--- src/design/bb_pkg.sv ---
// Shared types and constants for the 3x3 box blur
package bb_pkg;

  localparam int CSUM_W    = 10;
  localparam int WSUM_W    = 12;
  localparam int OUT_DEPTH = 8;
  localparam int OUT_PTR_W = $clog2(OUT_DEPTH);
  localparam int OUT_CNT_W = $clog2(OUT_DEPTH + 1);

  typedef struct packed {
    logic [7:0] red;
    logic [7:0] green;
    logic [7:0] blue;
  } rgb_t;

  // one window column, top row first
  typedef struct packed {
    rgb_t top;
    rgb_t mid;
    rgb_t bot;
  } column_t;

  typedef struct packed {
    logic top;
    logic bot;
  } row_en_t;

  typedef struct packed {
    logic [CSUM_W-1:0] red;
    logic [CSUM_W-1:0] green;
    logic [CSUM_W-1:0] blue;
  } csum_t;

  typedef struct packed {
    rgb_t pix;
    logic last;
  } result_t;

endpackage

--- src/design/bb_cell.sv ---
// Window column cell: holds three pixels, shifts left, gives a masked column sum
module bb_cell
  import bb_pkg::*;
(
  input  logic    clk,
  input  logic    rst_n,
  input  logic    shift,
  input  column_t col_in,
  input  row_en_t row_en,
  input  logic    col_en,
  output column_t col_out,
  output csum_t   csum
);

  column_t col_r;

  function automatic logic [CSUM_W-1:0] chan_sum(
    input logic [7:0] t,
    input logic [7:0] m,
    input logic [7:0] b,
    input row_en_t    en
  );
    logic [CSUM_W-1:0] acc;
    acc = CSUM_W'(m);
    if (en.top) acc = acc + CSUM_W'(t);
    if (en.bot) acc = acc + CSUM_W'(b);
    return acc;
  endfunction

  always_ff @(posedge clk) begin
    if (!rst_n) begin
      col_r <= '0;
    end else if (shift) begin
      col_r <= col_in;
    end
  end

  assign col_out = col_r;

  always_comb begin
    csum = '0;
    if (col_en) begin
      csum.red   = chan_sum(col_r.top.red,   col_r.mid.red,   col_r.bot.red,   row_en);
      csum.green = chan_sum(col_r.top.green, col_r.mid.green, col_r.bot.green, row_en);
      csum.blue  = chan_sum(col_r.top.blue,  col_r.mid.blue,  col_r.bot.blue,  row_en);
    end
  end

endmodule

--- config.mk ---
export PLATFORM = sky130hd
export DESIGN_NAME = bb_cell
export DESIGN_NICKNAME = d
export VERILOG_FILES = /design/src/design/bb_pkg.sv /design/src/design/bb_cell.sv
export SDC_FILE = /design/constraint.sdc
export NUM_CORES = 1
export LEC_CHECK = 0
export BUFFER_PORTS_ARGS = -buffer_cell sky130_fd_sc_hd__buf_4
export CORE_MARGIN = 3
export CORE_UTILIZATION = 47
export DETAILED_ROUTE_END_ITERATION = 8
export PLACE_DENSITY = 0.78
export SKIP_LAST_GASP = 1
export SLEW_MARGIN = 10
export SYNTH_ARGS = -nofsm -noshare
export SYNTH_HDL_FRONTEND = slang
export SYNTH_SLANG_ARGS = --single-unit
--- constraint.sdc ---
create_clock -name clk -period 2.72 [get_ports clk]
set_input_delay 0.136 -clock clk [delete_from_list [all_inputs] [get_ports clk]]
set_output_delay 0.136 -clock clk [all_outputs]
set_load 0.005 [all_outputs]
# [Word level (Yosys, flattened, before mapping)]
# Index checks and enable logic that the tools add are counted.
[word_totals] rom_bits=0 latch_bits=0 n_memories=0 ramBits=0 output_inout_bits=102 wordCells=25 register_bits=72 inputBits=78
[op_classes] n_bitwise=0 reduce_logical=0 muxes=10 shift=0 addsub=6 div=0 n_lt_le_gt_ge=0 n_mul=0 n_eq_ne=0
[op_table] op="two-way mux 10 bit" count=6
[op_table] op="adder 10 x 8 -> 10 bit" count=3
[op_table] op="two-way mux 30 bit" count=1
[op_table] op="adder 8 x 8 -> 9 bit" count=3
[op_table] op="two-way mux 9 bit" count=3

# [Longest topological paths before layout]
# Gate-level depths: netlist of the first run.
[logic_depth] ltp_word=6 ltp_mapped=14 ltp_nobuf=14

# [Worst setup path after synthesis of the first run]
# No wires, ideal clock.
[synth_timing] path_type="flip-flop to output port" startpoint="register col_r, in the netlist col_out[24]" endpoint="output port csum[7] in the netlist's numbering" n_path_buf=0 required_ns=2.584 path_stages_with_launch=13 setup_slack_ns=-0.128 arrival_time_ns=2.712 cell_sequence="dfxtp_1 > ha_1 > inv_1 > fa_1 > nor2b_1 > o31a_1 > o31ai_2 > a31o_2 > ha_1 > or3_1 > o22a_1 > xnor2_1 > a211oi_2"
[synth_lines] element="start, declared" line_no="bb_cell.sv:15" text="column_t col_r;"
[synth_lines] element="start signal, assigned" line_no="bb_cell.sv:34" text="col_r <= col_in;"
[synth_lines] element="end, declared" line_no="bb_cell.sv:12" text="output csum_t csum"

==> impl.org, run 1 <==
** STA
- Measured against its own limit, the worst slew margin works out to 0.6098.
- Post-Route Skew :: 0 ns
- Timing would allow up to 0.2972 GHz.
- Final setup violation count :: 25
- Final-layout setup total negative slack :: -10.05 ns
- Time the final worst path needs with I/O delays and setup :: approximately 3.4 ns
- Of the available clock period, the critical path in the final layout requires 1.237.
- The max-slew violation count came to 0.
- The final hold violation count came to 0.
- The tightest hold path in the finished design has a slack of around 0.044 ns.
- In the post-route analysis, the smallest setup slack over all paths is -0.6451 ns.
- RSZ-0062 raised after global routing :: true
- For the pin with the worst max-slew slack, the measured transition is slightly below 0.6 ns.

** Yosys
- Syn nets :: 727
- Synthesis inferred around 70 register bits.
- The share of synthesized area in the top cell type comes to 0.2707.
- Number of flops mapped to enable cells by yosys :: 0
- Among all flip-flop cells after synthesis, the most frequent one is sky130_fd_sc_hd__dfxtp_1.
- Fraction of synthesis flops using an asynchronous set or reset pin :: 0
- Sequential area share after synthesis :: 0.2707
- Post-Synthesis Cell Area :: ~0.0053 mm^2
- Most repeated cell in the gate-level netlist after synthesis :: sky130_fd_sc_hd__nor2b_1
- In the post-synthesis netlist, the biggest area contributors are sky130_fd_sc_hd__dfxtp_1 27%, sky130_fd_sc_hd__mux2i_1 14%, sky130_fd_sc_hd__ha_1 12%.
- The cell count after synthesis came out at 594.
- A synthesized cell averages about 9 um^2.
- Post-synthesis cell type with the largest combined area :: sky130_fd_sc_hd__dfxtp_1
- For this run, the number of Yosys warnings is 0.
- Yosys cell types :: 48
- Top cell types by occurrence after synthesis :: 79 x sky130_fd_sc_hd__nor2b_1, 74 x sky130_fd_sc_hd__mux2i_1, 72 x sky130_fd_sc_hd__dfxtp_1

** Power and ir drop
- Power density over the cells :: between 400 and 500 mW/mm^2
- Leakage :: 4.076 nW
- Peak supply drop :: 0.3321 mV

** Critical path
- Along the worst path, the maximum fanout reaches 3.
- The critical path is of the flip-flop to primary output type.
- At the worst endpoint, the required time is 2.58 ns.
- Worst Path Buf+Inv :: 3
- Crit path max-delay family :: compound AO/OA/AOI/OAI gates
- STA classifies the critical path startpoint as a flip-flop.
- Critical path cell sequence :: ha_4 -> inv_2 -> fa_2 -> nor2b_4 -> o31a_1 -> buf_6 -> o21a_1 -> nor3_2 -> o2bb2ai_4 -> ha_4 -> o21a_1 -> nor2_1 -> a21oi_2 -> a21oi_1 -> nor3b_2 -> buf_4
- Slowest cell delay on critical path :: between 0.3 and 0.4 ns
- R2r startpoint :: col_out[48]
- Depth of the worst register-to-register path :: 4
- Arrival time worst endpoint :: between 3 and 4 ns
- In this run the critical register-to-register path is captured at col_out[48].
- The worst setup path is captured at a primary output.
- Across all register-to-register paths, the minimum setup slack is 1.80 ns.
- On the critical path, the stage with the largest delay is an instance of sky130_fd_sc_hd__dfxtp_2.

** Global route
- Number of antenna violations at the first check in global routing :: 0
- Entering global routing, the biggest net connects between 70 and 80 pins.
- Vias in the first global route :: between 5000 and 6000
- The first global-routing pass estimated between 20 and 30 mm of wire.
- Overall overflow remaining after global route :: 0
- Total GRT Usage :: 0.2802

** Place
- Placed inst area :: 0.007390 mm^2
- OpenSTA, run right after detailed placement, puts the worst setup slack at -0.4044 ns.
- DP Wirelength :: ~13 mm
- In this run the tool buffered the top-level ports with approximately 180 buffer cells.
- Placer's final routability congestion estimate :: 0.9058

** Drt
- Highest signal layer in the routed design :: met4
- Wirelength, routed :: ~19 mm
- The first TritonRoute pass finished after 4 iterations.
- After detailed routing, the met3 layer carries roughly 1.0 mm of wire.
- In the detailed route, the total length drawn on met2 is 9.679 mm.
- The first routing iteration left 252 violations.
- After detailed routing, the number of remaining DRC violations is 0.
- In the final routed layout, each cell accounts on average for around 19 um.
- The count of nets left with antenna violations once routing finished came out at 0.
- In the final routing, the length of wire on met1 measures roughly 7.6 mm.
- Routed vias :: about 5600
- Ratio of routed vias to standard cells :: 5.548

** Hold path
- Hold-critical path endpoint :: col_out[51]
- Worst min-delay path category :: input pin to flip-flop
- Counting instances, the worst hold path has a depth of 3.
- The worst hold path begins at col_in[51].

** Clock network
- TritonCTS created 9 clock buffers.
- Cts hold-fix bufs :: 0
- Buffer depth of the longest clock path :: 2
- Clock-pin slew was measured on the worst setup and hold paths at ~0.06 ns.
- The clock reaches the later pin of the worst-skew pair after 0.34 ns.
- The clock net in this run drives a total of 72 sinks.
- In this run the number of H-tree levels came out at 3.
- TritonCTS built the clock tree.
- Cell chosen for the clock root :: sky130_fd_sc_hd__clkbuf_16

** Layout
- Count of filler cells inserted in the layout :: roughly 700
- Layout Cell Area excl Fill :: roughly 0.0087 mm^2
- Final nets :: about 1000
- The area growth from synthesis to layout is 64.07%.
- The repair_antennas step left the layout with diodes totalling 0.
- Fraction of final layout cells with drive strength greater than 1 :: 0.5068
- The register with the most flip-flops in the layout has 72 of them.

** Die
- Full die area :: roughly 0.013 mm^2
- Die width :: ~110 um
- Effective utilization at floorplan :: 0.4868
- Y dimension of the die :: 112.4 um
- The core region is ~0.011 mm^2.
- During I/O placement, the number of pins put on the boundary was 180.
- The floorplan has 38 rows.

** Run status
- The final reports fail on negative setup slack.
- The run finished, with violations left.

** Run
- Total of max-cap violations :: 0
[worst max-delay path by stage]
stage	start	to	slack, ns	depth (start not counted)
after floorplan	col_out[48]	csum[7]	-0.04	13
after global placement	col_out[32]	csum[17]	-0.29	14
after detailed placement	col_out[32]	csum[18]	-0.40	15
after CTS	col_out[48]	csum[7]	-0.59	13
after global routing	col_out[48]	csum[7]	-0.73	13
final	col_out[64]	csum[29]	-0.65	16
[timing repair]
action | 4_1_cts | 5_1_grt
pin swaps | 89 | 57
resized for setup | 117 | 46
endpoints found under the setup margin | 25 | 25
buffers inserted | 25 | 11
[placed cells by master (no fill, tap or decap), drive strengths merged, types with 6 or more instances in the layout]
master	instances
dfxtp	72
a211oi	26
a21oi	28
o21ai	35
mux2i	74
o211ai	6
clkbuf	14
nor2b	79
fa	6
nand2	14
a21o	14
ha	49
xnor2	14
buf	292
o21a	12
inv	20
mux2	13
nor2	52
o2bb2ai	9
[cell families after synthesis]
group           share of synthesized area
compound gates                     0.1960
xor+xnor                          0.02961
fa+ha+maj                          0.1377
buf+inv                           0.03549
flops                              0.2707
mux                                0.1680
simple gates                       0.1624
[worst reg2reg max path: cells and delay by family, from the launching register on]
family	cells	cell delay, ns
flip-flops	1	0.34
buffers and inverters	2	0.27
multiplexers	1	0.15
AND/OR/NAND/NOR	1	0.06
[layer usage]
layer,up-vias,global-route usage
met5,-,0
li1,2674,-
met1,2712,0.3281
met3,42,0.04852
met4,0,0.1282
met2,209,0.4978
[power breakdown]
part           leakage, nW  internal [W]  switching (W)
registers            0.600       0.00112      0.0000734
clock network        0.143      0.000762       0.000474
logic                 3.33      0.000751       0.000607
[final cells by class]
class	count	area [um^2]	area share
Multi-Input combinational cell	475	4448	0.5092
Sequential cell	72	1466	0.1679
Inverter	21	78.83	0.009024
Timing Repair Buffer	292	2265	0.2593
Clock inverter	2	37.54	0.004297
Tap cell	140	175.2	0.02005
Clock buffer	14	264.0	0.03022
[metrics by stage]
step / utilization / total power [W] / cells
after global routing: 0.7987 / 0.003940 / 1016
after global placement: 0.6757 / 0.002211 / 966
after floorplan: - / 0.001768 / 594
final: 0.7987 / 0.003786 / 1016
after detailed placement: 0.6757 / 0.002246 / 966
after CTS: 0.7727 / 0.003673 / 1006
Note: power is estimated with default switching activity, not from simulation.
==> run 2: changes to the inputs <==
Settings changed: CORE_MARGIN 3 to default, PLACE_DENSITY 0.78 to 0.89.
==> run 2 against run 1 <==
  * The flow still finishes with violations (negative setup slack)
  * Register-to-register slack better by 0.03 ns
  * Clock skew stayed put
  * Die area is 7.0% lower
  * Sequential cell count did not move
  * Combinational power about the same
  * Via count up 5.6%
  * Global-route usage is 4.2 points higher
  * Critical path type unchanged
  * Critical endpoint is now csum[9]
==> impl.org, run 2 (synthesis results as in run 1) <==
** Drt
- Total iterations of the first detailed-routing run :: 5
- Routed vias :: slightly below 6000
- Total DRC errors in the routed layout :: 0
- Wirelength, routed :: roughly 20 mm
- Antenna Nets Post-Route :: 0
- For this block, the initial DRC count from the detailed router was between 300 and 400.
- Ratio of routed vias to standard cells :: just under 6
- Dividing the detail-routed wire length by the instance count gives 19.80 um.

** Place
- Setup Slack @ Placement :: -0.3157 ns
- Number of port buffers :: about 180
- Once detailed placement completed, the half-perimeter wirelength came to 12.61 mm.
- Placed inst area :: between 0.007 and 0.008 mm^2
- In this run, placement finished with an instance count of approximately 970.
- Placer's final routability congestion estimate :: about 0.91

** STA
- The max-slew violation count is 0.
- Post-route fraction of the period consumed by the critical path :: 1.250
- Relative slew margins :: 0.5410
- Clock skew on the completed layout was measured at 0 ns.
- The final hold violation count came to 0.
- Once routing completed, OpenROAD measured the worst setup slack at -0.6800 ns.
- RSZ-0062 raised after global routing :: true
- Final setup violation count :: 25
- Time the final worst path needs with I/O delays and setup :: around 3.4 ns
- At the pin with the least slew margin, the transition time is between 0.6 and 0.7 ns.
- Final-layout setup total negative slack :: -10.23 ns
- Static timing analysis puts the maximum clock frequency at between 0.2 and 0.3 GHz.

** Global route
- The number of global-route vias before repair is ~6000.
- Entering global routing, the biggest net connects 73 pins.
- Number of antenna violations at the first check in global routing :: 0
- The first global-routing pass estimated 29.02 mm of wire.
- Total GRT Usage :: 0.3221
- Summed over all layers, the global routing overflow is 0.

** Layout
- Commonest non-fill, non-tap cells in the layout :: 276 x sky130_fd_sc_hd__buf_4, 76 x sky130_fd_sc_hd__nor2b_1, 74 x sky130_fd_sc_hd__mux2i_1
- Flip-flop count of the largest register, all copies and words added :: 72
- Filler-free cell count of the finished design :: slightly above 1000
- After the last flow step, the layout net total stands at 999.
- Most common cell after layout, fill and taps aside :: sky130_fd_sc_hd__buf_4
- The repair_antennas step left the layout with diodes totalling 0.
- Of the cells placed in the final design, the portion with a size suffix greater than 1 is 0.5063.
- Measured on the finished design, the core utilization comes to 0.7979.
- Area growth syn-to-layout :: 63.90%
- Once layout is done, the placed cells without fillers occupy just under 0.009 mm^2.

** Clock network
- Cell chosen for the clock root :: sky130_fd_sc_hd__clkbuf_16
- Clock-pin slew was measured on the worst setup and hold paths at roughly 0.07 ns.
- TritonCTS created 9 clock buffers.
- H-tree lvl count :: 3
- Buffer depth of the longest clock path :: 2
- CTS sink count :: 72
- Clk_lat worst skew :: approximately 0.35 ns
- TritonCTS built the clock tree.
- Cts hold-fix bufs :: 0

** Hold path
- The worst hold path belongs to the class input pin to flip-flop.
- The worst hold path begins at col_in[16].

** Die
- Y dimension of the die :: between 100 and 150 um
- Area inside the core boundary :: between 0.01 and 0.015 mm^2
- The floorplan has 38 rows.
- The initial utilization of the core area, before any placement, comes to 0.4868.
- Count of pins on the block boundary :: 180
- The floorplan step defined a die boundary enclosing between 0.01 and 0.015 mm^2.
- Die width :: roughly 110 um

** Critical path
- STA puts the critical path data arrival time at approximately 3.3 ns.
- The worst register-to-register path begins at col_out[37].
- Element type at the critical path start :: flip-flop
- Worst setup slack for register-to-register paths :: between 1.5 and 2 ns
- Crit path capture type :: primary output
- At the worst endpoint, the required time is approximately 2.6 ns.
- Critical-path maximum fanout :: 3
- First element of the critical path :: col_out[48]
- Worst Path Class, Setup :: flip-flop to primary output

** Run status
- Violations in the final reports :: negative setup slack
- Result of the run :: finished with violations

** Power and ir drop
- Power density over the cells :: about 460 mW/mm^2
- Leakage :: 4.044 nW
- IR analysis of the VDD net gives a maximum drop of roughly 0.43 mV.

** Run
- Total of max-cap violations :: 0
-- run 2: changes by cell type in the layout (fill, tap and decap cells not counted), sizes merged --
cell	delta
buf	-5
bufinv	+2
clkbuf	-3
clkinv	+2
clkinvlp	-1
-- run 2: final timing paths --
kind                  to  depth (start not counted)
min reg2reg  col_out[52]                          2
min          col_out[16]                          3
max reg2reg  col_out[37]                          3
max              csum[9]                         15
-- run 2: worst max-delay path, stage by stage, from the launching register on --
cell and delay (ns):
sky130_fd_sc_hd__dfxtp_2 0.33, sky130_fd_sc_hd__ha_4 0.16, sky130_fd_sc_hd__inv_2 0.05, sky130_fd_sc_hd__fa_2 0.21
sky130_fd_sc_hd__nor2b_2 0.06, sky130_fd_sc_hd__o31a_1 0.28, sky130_fd_sc_hd__o21ai_1 0.14, sky130_fd_sc_hd__nand2_1 0.09
sky130_fd_sc_hd__a31o_2 0.28, sky130_fd_sc_hd__ha_4 0.16, sky130_fd_sc_hd__or3_1 0.39, sky130_fd_sc_hd__o22a_1 0.24
sky130_fd_sc_hd__buf_4 0.16, sky130_fd_sc_hd__a21oi_2 0.14, sky130_fd_sc_hd__nor3b_2 0.06, sky130_fd_sc_hd__buf_4 0.15
-- run 2: cell type report --
cell class,count,area [um^2]
repair buffers,287,2205
fillers,628,2210
clock buffers,11,242.7
inverters,21,78.83
clock inverters,5,103.9
well taps,140,175.2
multi-input cells,475,4462
flip-flops and latches,72,1459
-- run 2: power by group --
group	total [W]	internal, W	switching, W	leakage (nW)
clock network	0.00141	0.000922	0.000484	0.170
registers	0.00120	0.00112	0.0000779	0.599
logic	0.00137	0.000746	0.000627	3.28
-- run 2: routing by layer --
metal  up-vias  wire length, um  GRT usage
met1      2853             7533     0.3488
li1       2677                -          -
met4         0             1018     0.1853
met5         -                0          0
met2       337            10030     0.5809
met3        87             1428    0.06209
-- run 2: per-stage QoR --
stage          total power [W]  hold WS, ns
2_1_floorplan         0.001768       0.3054
3_3_place_gp          0.002211       0.3924
3_5_place_dp          0.002263       0.3980
4_1_cts               0.003858      0.04225
5_1_grt               0.004117      0.05092
6_report              0.003977      0.04517
-- run 2: repair_timing --
action | 4_1_cts | 5_1_grt
buffers inserted | 19 | 7
pin swaps | 88 | 35
resized for setup | 116 | 32
endpoints found under the setup margin | 25 | 25
endpoints found under the hold margin | 0 | 0
==> run 3: changes to the inputs <==
Settings changed: CORE_UTILIZATION 47 to 34, PLACE_DENSITY 0.89 to 0.71, REMOVE_ABC_BUFFERS from default to 1.
==> run 3 against run 2 <==
  * The run still ends with negative setup slack left
  * Highest routed layer unchanged
  * Critical path depth down 1
  * Largest power group is now combinational cells
  * Sequential cell count unchanged
  * Critical endpoint is now csum[7]
  * Total power down 5.2%
  * Global-route usage down 13 points
  * Final area up 2.8%
  * Largest cell class unchanged
  * Combinational power about the same
  * Utilization down 21 points
==> impl.org, run 3 (synthesis results as in run 1) <==
** Run status
- Result of the run :: finished with violations
- Violations in the final reports :: negative setup slack

** STA
- Setup repair after global routing could not meet its margin everywhere.
- In this run the tightest slew margin relative to its limit is 0.5911.
- Fmax :: about 0.30 GHz
- Final setup violation count :: 24
- The max-slew violation count was 0.
- Slew at the pin closest to its max-slew limit :: just over 0.6 ns
- Across all setup checks in the final design, the least slack found is -0.5707 ns.
- Time the final worst path needs with I/O delays and setup :: ~3.3 ns
- Final hold vios :: 0
- Post-Route Skew :: 0 ns
- Dividing the final minimum period by the clock period gives 1.210.

** Layout
- Final Util :: 0.5881
- Area growth syn-to-layout :: 68.55%
- In the final design database the tool counted approximately 1000 nets.
- The count of cells in the finished layout, fillers not included, comes to approximately 1100.
- Of the cells placed in the final design, the portion with a size suffix greater than 1 is 0.5223.
- Ant. Diodes :: 0
- The library cell used most frequently in the layout, excluding fill and tap cells, is sky130_fd_sc_hd__buf_4.
- Layout Cell Area excl Fill :: about 0.009 mm^2
- Flip-flop count of the largest register, all copies and words added :: a little over 70
- In the layout the commonest cells are 296 x sky130_fd_sc_hd__buf_4, 76 x sky130_fd_sc_hd__nor2b_1, 74 x sky130_fd_sc_hd__mux2i_1.

** Critical path
- Critical R2R Capture :: col_out[56]
- The worst setup path is captured at a primary output.
- The worst setup path is launched from a flip-flop.
- Critical-path maximum fanout :: 4
- Required time worst endpoint :: about 2.6 ns
- Crit-path slowest cell :: sky130_fd_sc_hd__dfxtp_2
- Counting both buffers and inverters, the worst setup path holds a total of 3.
- The worst setup path is of the flip-flop to primary output kind.
- Depth of the worst register-to-register path :: 4
- Crit path max-delay family :: compound AO/OA/AOI/OAI gates
- R2r startpoint :: col_out[56]
- Worst setup slack for register-to-register paths :: 1.82 ns
- The critical path goes through ha_4 -> inv_2 -> fa_2 -> buf_4 -> xnor2_1 -> mux2_4 -> ha_4 -> a211oi_4 -> nor2_4 -> o21a_1 -> o22a_1 -> xnor2_1 -> a211oi_2 -> buf_4.
- Slowest cell delay on critical path :: 0.35 ns
- Arrival time worst endpoint :: around 3.2 ns

** Clock network
- In this run the deepest clock path goes through 2 buffers.
- Hold repair after CTS inserted 0 buffers.
- After clock tree synthesis, the clock-pin slew on the worst setup and hold paths is about 0.06 ns.
- CTS sink count :: roughly 70
- Cell chosen for the clock root :: sky130_fd_sc_hd__clkbuf_16
- At the later pin of the worst-skew pair, clock insertion delay measures 0.35 ns.
- CTS tree :: built
- Total clock buffers created by CTS :: 9
- H-tree lvl count :: 3

** Place
- Routability-driven placement finished with a final weighted congestion of between 0.8 and 0.9.
- Number of cells after detailed placement :: between 1000 and 1500
- The count of buffers added on input and output ports is ~180.
- DP Wirelength :: approximately 11 mm
- Placed inst area :: 0.007555 mm^2

** Global route
- Wire length of the first global-routing pass :: 25.09 mm
- Across every metal layer, demand over resource in global routing totals 0.1966.
- Entering global routing, the biggest net connects 73 pins.
- Number of antenna violations at the first check in global routing :: 0
- For this run the aggregate overflow at the end of global routing stands at 0.
- Vias in the first global route :: 5161

** Die
- Y dimension of the die :: 127.1 um
- Full die area :: 0.01616 mm^2
- Effective utilization at floorplan :: 0.3489
- Area inside the core boundary :: roughly 0.015 mm^2
- 180 I/O pins were placed.
- The die is 127.1 um wide.
- Number of rows in the core area :: 45

** Hold path
- Along the worst hold path, the cell count comes to 3.
- The startpoint identified for the worst hold timing path is col_in[49].
- The path class of the tightest hold or removal check is input pin to flip-flop.
- Hold-critical path endpoint :: col_out[49]

** Power and ir drop
- For this design the ratio of total power to cell area is approximately 420 mW/mm^2.
- The analysis attributes to cell leakage a power of 4.177 nW.
- Total power for the finished layout comes to 0.003771 W.
- Across the VDD grid, the largest voltage drop is approximately 0.30 mV.

** Drt
- Wire length per cell after detailed routing :: ~15 um
- Ratio of routed vias to standard cells :: between 4 and 5
- Total iterations of the first detailed-routing run :: 4
- For this block, the routed nets add up to 16.61 mm of wire.
- In the routed design, unresolved DRC markers number 0.
- Starting DRT DRC Count :: between 200 and 250
- The routed layout has around 5400 vias.
- In this run the remaining antenna-violating nets after routing total 0.

** Run
- Total of max-cap violations :: 0
[run 3: changes by cell type in the layout (fill, tap and decap cells not counted), sizes merged]
cell / delta
buf: +27
bufinv: -2
clkbuf: +2
[run 3: how the worst max path moves through the flow]
stage                            from        to  slack, ns  cells after the start
after global placement    col_out[32]  csum[18]      -0.29                     13
after global routing      col_out[56]  csum[17]      -0.69                     14
after detailed placement  col_out[56]  csum[17]      -0.35                     14
after CTS                 col_out[48]   csum[7]      -0.55                     13
after floorplan           col_out[24]   csum[7]      -0.13                     12
final                     col_out[24]   csum[7]      -0.57                     14
[run 3: timing repair]
item | CTS | global route
setup endpoints to repair | 25 | 25
pin swaps | 94 | 63
gates resized for setup | 115 | 61
setup buffers | 25 | 15
[run 3: final cells by class]
class                      count  area, um^2
multi-input combinational    475        4437
tap                          211       264.0
inverter                      21       78.83
timing repair buffer         314        2434
clock inverter                 3       40.04
clock buffer                  13       260.3
fill                        1309        6285
sequential                    72        1460
[run 3: metrics by stage]
stage	hold WS (ns)	setup WS [ns]	setup TNS (ns)
2_1_floorplan	0.2642	-0.1277	-0.5321
3_3_place_gp	0.3902	-0.2884	-2.859
3_5_place_dp	0.3996	-0.3498	-3.417
4_1_cts	0.03576	-0.5515	-7.697
5_1_grt	0.04538	-0.6939	-12.48
6_report	0.04214	-0.5707	-9.611
[run 3: routing by layer]
metal / up-vias / share of wire / track usage
li1: 2712 / - / -
met1: 2550 / 0.44 / 0.2281
met2: 127 / 0.49 / 0.3491
met3: 34 / 0.043 / 0.05193
met4: 0 / 0.027 / 0.06723
met5: - / 0 / 0
[run 3: report_power, final]
group | internal [W] | total [W] | switching [W]
clock | 0.000757 | 0.00121 | 0.000451
combinational | 0.000783 | 0.00137 | 0.000591
sequential | 0.00112 | 0.00119 | 0.0000675
total | 0.00266 | 0.00377 | 0.00111
[run 3: tightest hold or removal path, cell delays in order]
cell	delay [ns]
sky130_fd_sc_hd__buf_4	0.07
sky130_fd_sc_hd__mux2i_1	0.05
sky130_fd_sc_hd__nor2b_1	0.09
